File: src/pls_pkg.sv
// positional list store: shared types and codes
// item structs, operation and status codes, cell control word
// no dependencies
`timescale 1ns / 1ps

package pls_pkg;

    // operation codes
    localparam logic [2:0] OP_INSERT = 3'd0;
    localparam logic [2:0] OP_REMOVE = 3'd1;
    localparam logic [2:0] OP_GET    = 3'd2;
    localparam logic [2:0] OP_SET    = 3'd3;
    localparam logic [2:0] OP_CLEAR  = 3'd4;

    // status codes
    localparam logic [1:0] ST_DONE   = 2'd0;
    localparam logic [1:0] ST_BADPOS = 2'd1;
    localparam logic [1:0] ST_FULL   = 2'd2;

    // cell modes
    localparam logic [2:0] CM_HOLD   = 3'd0;
    localparam logic [2:0] CM_INSERT = 3'd1;
    localparam logic [2:0] CM_REMOVE = 3'd2;
    localparam logic [2:0] CM_WRITE  = 3'd3;
    localparam logic [2:0] CM_LOAD   = 3'd4;
    localparam logic [2:0] CM_SHIFT  = 3'd5;

    // input item
    typedef struct packed {
        logic [2:0]  func;
        logic [6:0]  position;
        logic [63:0] value_in;
    } t_cmd;

    // result item
    typedef struct packed {
        logic [63:0] value_out;
        logic [1:0]  status;
        logic [6:0]  count;
        logic        is_empty;
    } t_result;

    // control broadcast to every cell
    typedef struct packed {
        logic [2:0] mode;
        logic [6:0] pos;
    } t_cell_ctrl;

endpackage

File: src/pls_cell.sv
// positional list store: one storage cell of the chain
// holds one word and one read lane stage, trades with both neighbours
// depends on pls_pkg
`timescale 1ns / 1ps

module pls_cell #(
    parameter int CAPACITY = 64,
    parameter int IDX      = 0
) (
    input  logic                  i_clk,
    input  pls_pkg::t_cell_ctrl   i_ctrl,
    input  logic [63:0]           i_value,
    input  logic [63:0]           i_lower_word,
    input  logic [63:0]           i_upper_word,
    input  logic [63:0]           i_upper_lane,
    output logic [63:0]           o_word,
    output logic [63:0]           o_lane
);

    localparam int IW = (CAPACITY > 1) ? $clog2(CAPACITY) : 1;
    localparam int PW = (IW > 7) ? IW : 7;

    logic [63:0]   r_word;
    logic [63:0]   n_word;
    logic [63:0]   r_lane;
    logic [63:0]   n_lane;
    logic [PW-1:0] pos_ext;
    logic [PW-1:0] idx_ext;
    logic          above;
    logic          here;

    // where this cell sits against the addressed position
    assign pos_ext = PW'(i_ctrl.pos);
    assign idx_ext = PW'(IDX);
    assign above   = idx_ext > pos_ext;
    assign here    = idx_ext == pos_ext;

    // next word and read lane
    always_comb begin
        n_word = r_word;
        n_lane = r_lane;
        unique case (i_ctrl.mode)
            pls_pkg::CM_INSERT: begin
                if (above) begin
                    n_word = i_lower_word;
                end else if (here) begin
                    n_word = i_value;
                end
            end
            pls_pkg::CM_REMOVE: begin
                if (above || here) begin
                    n_word = i_upper_word;
                end
            end
            pls_pkg::CM_WRITE: begin
                if (here) begin
                    n_word = i_value;
                end
            end
            pls_pkg::CM_LOAD: begin
                n_lane = r_word;
            end
            pls_pkg::CM_SHIFT: begin
                n_lane = i_upper_lane;
            end
            default: begin
                n_word = r_word;
            end
        endcase
    end

    // storage
    always_ff @(posedge i_clk) begin
        r_word <= n_word;
        r_lane <= n_lane;
    end

    assign o_word = r_word;
    assign o_lane = r_lane;

endmodule
File: config.mk
export PLATFORM = sky130hd
export DESIGN_NAME = pls_cell
export DESIGN_NICKNAME = d
export VERILOG_FILES = /design/src/pls_pkg.sv /design/src/pls_cell.sv
export SDC_FILE = /design/constraint.sdc
export NUM_CORES = 1
export LEC_CHECK = 0
export BUFFER_PORTS_ARGS = -buffer_cell sky130_fd_sc_hd__buf_2
export CORE_AREA = 5 5 149 151
export DETAILED_ROUTE_END_ITERATION = 12
export DIE_AREA = 0 0 154 156
export PLACE_DENSITY_LB_ADDON = 0.2
export SYNTH_ARGS = -nofsm -noshare
export SYNTH_HDL_FRONTEND = slang
export SYNTH_SLANG_ARGS = --single-unit
export TNS_END_PERCENT = 1
File: constraint.sdc
create_clock -name i_clk -period 14.7 [get_ports i_clk]
set_clock_uncertainty 0.15 [all_clocks]
set_input_delay 0 -clock i_clk [delete_from_list [all_inputs] [get_ports i_clk]]
set_output_delay 0 -clock i_clk [all_outputs]
set_load 0.03 [all_outputs]
==> metrics.md <==
| Metric | Value |
|---|---|
| FF-to-FF path depth | 3 |
| Place WS | approximately 12 ns |
| MaxCap Viol Count | 0 |
| NumNets Final | ~1.3k |
| Met2 routed WL | 11480 um |
| Final worst path period share | between 10% and 20% |
| Gr ovfl total | 0 |
| First-pass iteration count of the detailed router | 7 |
| CORE AREA | ~21000 um^2 |
| Synthesized area | ~6000 um^2 |
| Synth top area cells | edfxtp_1, mux2_2, a31oi_1 |
| Die Ht | 156 um |
| CP Launch Type | input port |
| Critical Path AT | 2.26 ns |
| Lkg Pwr | 0.004197 uW |
| Worst hold path class | input port to flop |
| Clock sink total | 128 |
| Initial antenna violation count | 1 |
| Ant. Diodes | 0 |
| Syn Inst Count | between 500 and 600 |
| Clock buffer depth | 2 |
| Warnings, synthesis | 0 |
| Leading area contributor after synthesis | edfxtp_1 |
| Vias | about 6.3k |
| Achievable Freq | between 0.4 and 0.5 GHz |
| Clock-pin slew on the worst setup and hold paths | approximately 0.070 ns |
| Vias in the first global route | approximately 6.6k |
| Fin. Hold Viols | 0 |
| Total wire length | between 20000 and 25000 um |
| Total GRT Usage | between 10% and 20% |
| Post-route minimum period | about 2.4 ns |
| Mean number of vias per cell | ~4.9 |
| Slew HR | a little over a third |
| Drc violations | 0 |
| CTS H-tree depth | 4 |
| Starting Density | ~30% |
| Yosys cell types | 17 |
| Power per cell area | a little under 100 nW/um^2 |
| Layout cells sized above 1 | 43.28% |
| Post-Syn Area per Cell | about 12 um^2 |
| CP endpoint kind | flop |
| DRT iter0 DRCs | a little under 400 |
| Die Area | around 24000 um^2 |
| Largest net degree at the start of global routing | 66 |
| Post-detail-place hpwl | ~14000 um |
| Synth top area share | between 60% and 70% |
| CTS Buf Count | 17 |
| First-pass GRT wire length | 36480 um |
| Clock Root Buffer | clkbuf_16 |
| Measured slew at the worst slew-check pin | approximately 1 ns |
| CP Class | input port to flop |
| Max Used Layer | met5 |
| Num rows | 53 |
| ANT nets after route | 0 |
| Max Slew Vio Count | 0 |
| Number of synthesized register bits | roughly 130 |
| Final WS setup | 12.31 ns |
| Clk_lat worst skew | just over 0.4 ns |
| Hold path cells | 3 |
| RSZ-0062 raised after global routing | false |
| Wire length on met1 | between 9000 and 10000 um |
| Setup violators final | 0 |
| Status | finished clean |
| Crit path max fanout | 65 |
| I/O Buffers | 330 |
| VDD IR-drop max | about 0.00007 V |
| CTS tree | yes |
| Routed wl met3 | about 2100 um |
| Detail-routed net length per standard cell | 18.35 um |
| Layout fillers | roughly 1.8k |
| Syn Nets | between 700 and 800 |
| CP required | 14.57 ns |
| IO Pins | 395 |
| Area grow syn2layout | 70.46% |
| Die W | around 150 um |
| Post-CTS setup repair buffer count | 0 |
| Register area share after synthesis | a little over three fifths |
| Routability cong. | about 0.78 |
| Final TNS setup | 0 ns |
[cell usage after synthesis]
| master | number |
|---|---|
| a31oi_1 | 65 |
| buf_2 | 21 |
| buf_6 | 7 |
| clkbuf_1 | 20 |
| edfxtp_1 | 128 |
| mux2_2 | 64 |
| nand2_1 | 1 |
| nand3_1 | 64 |
| nor2_1 | 65 |
| nor2b_1 | 1 |
| nor3_1 | 1 |
| nor4_1 | 1 |
| o21ai_0 | 4 |
| o21ai_1 | 60 |
| or3_1 | 1 |
| or3b_2 | 1 |
| or4_1 | 1 |
[cells by family after synthesis]
group | count (synthesis) | share of synthesized area, %
AO/OA/AOI/OAI | 129 | 11.80
buffers and inverters | 48 | 4.206
flip-flops | 128 | 62.41
multiplexers | 64 | 11.70
AND/OR/NAND/NOR | 136 | 9.874
[report_power, final]
group          total [uW]  internal, uW  switching (uW)  leakage (uW)
registers             432           424            8.31       0.00120
clock network         423           252             172      0.000275
logic                 174          85.5            88.6       0.00272
[final cells by class]
type | count | area (um^2) | share of cell area, %
clock buffer | 17 | 425.4 | 4.052
sequential | 128 | 3844 | 36.61
timing repair buffer | 530 | 3633 | 34.61
tap | 275 | 344.1 | 3.278
clock inverter | 15 | 156.4 | 1.490
multi-input combinational | 329 | 2095 | 19.95
[registers in the layout, summed over array words and instances, names as in the netlist]
signal / flops
o_word: 64
o_lane: 64
[placed cells by master, fill, tap and decap left out, types with 2 or more instances in the layout]
cell type / n
buf_4: 8
inv_6: 5
clkinvlp_4: 4
nor2_1: 64
clkbuf_16: 17
o21ai_1: 60
a31oi_1: 65
edfxtp_1: 128
dlygate4sd3_1: 192
buf_2: 330
bufinv_16: 2
o21ai_0: 4
mux2_2: 64
clkinv_2: 2
nand3_1: 64
[metrics by stage]
step	cell area, um^2	hold slack [ns]	instances	util, %	power (uW)
floorplan	6158	0.06993	505	-	512.7
global placement	7994	0.1513	1070	38.64	567.2
detailed placement	7994	0.1547	1070	38.64	568.6
CTS	10500	0.2487	1294	50.74	1040
global route	10500	0.2663	1294	50.74	1072
finish	10500	0.2643	1294	50.74	1029
[timing repair]
item | CTS | global route
resized for setup | 0 | 0
hold buffers | 192 | 0
hold endpoints to repair | 128 | 0
setup endpoints to repair | 0 | 0
[layer usage]
metal  up-vias  GRT usage (%)
li1       2952              -
met1      2994          23.30
met2       311          32.51
met3        29          6.380
met4         2          5.803
met5         -              0
[critical path, cell delays in order]
cell,delay [ns]
buf_2,0.12
nor4_2,0.28
buf_4,0.69
a31oi_1,0.25
nor2_4,0.12
buf_4,0.72
[path summary, 6_finish.rpt]
path / from / to / slack [ns]
max reg2reg: o_word[21]$_DFFE_PP_ / o_word[21]$_DFFE_PP_ / 13.02
min reg2reg: o_word[4]$_DFFE_PP_ / o_lane[4]$_DFFE_PP_ / 0.45
min: i_upper_lane[14] / o_lane[14]$_DFFE_PP_ / 0.26
max: i_ctrl[3] / o_word[0]$_DFFE_PP_ / 12.31
No activity file was read; power rests on OpenSTA's default activity.
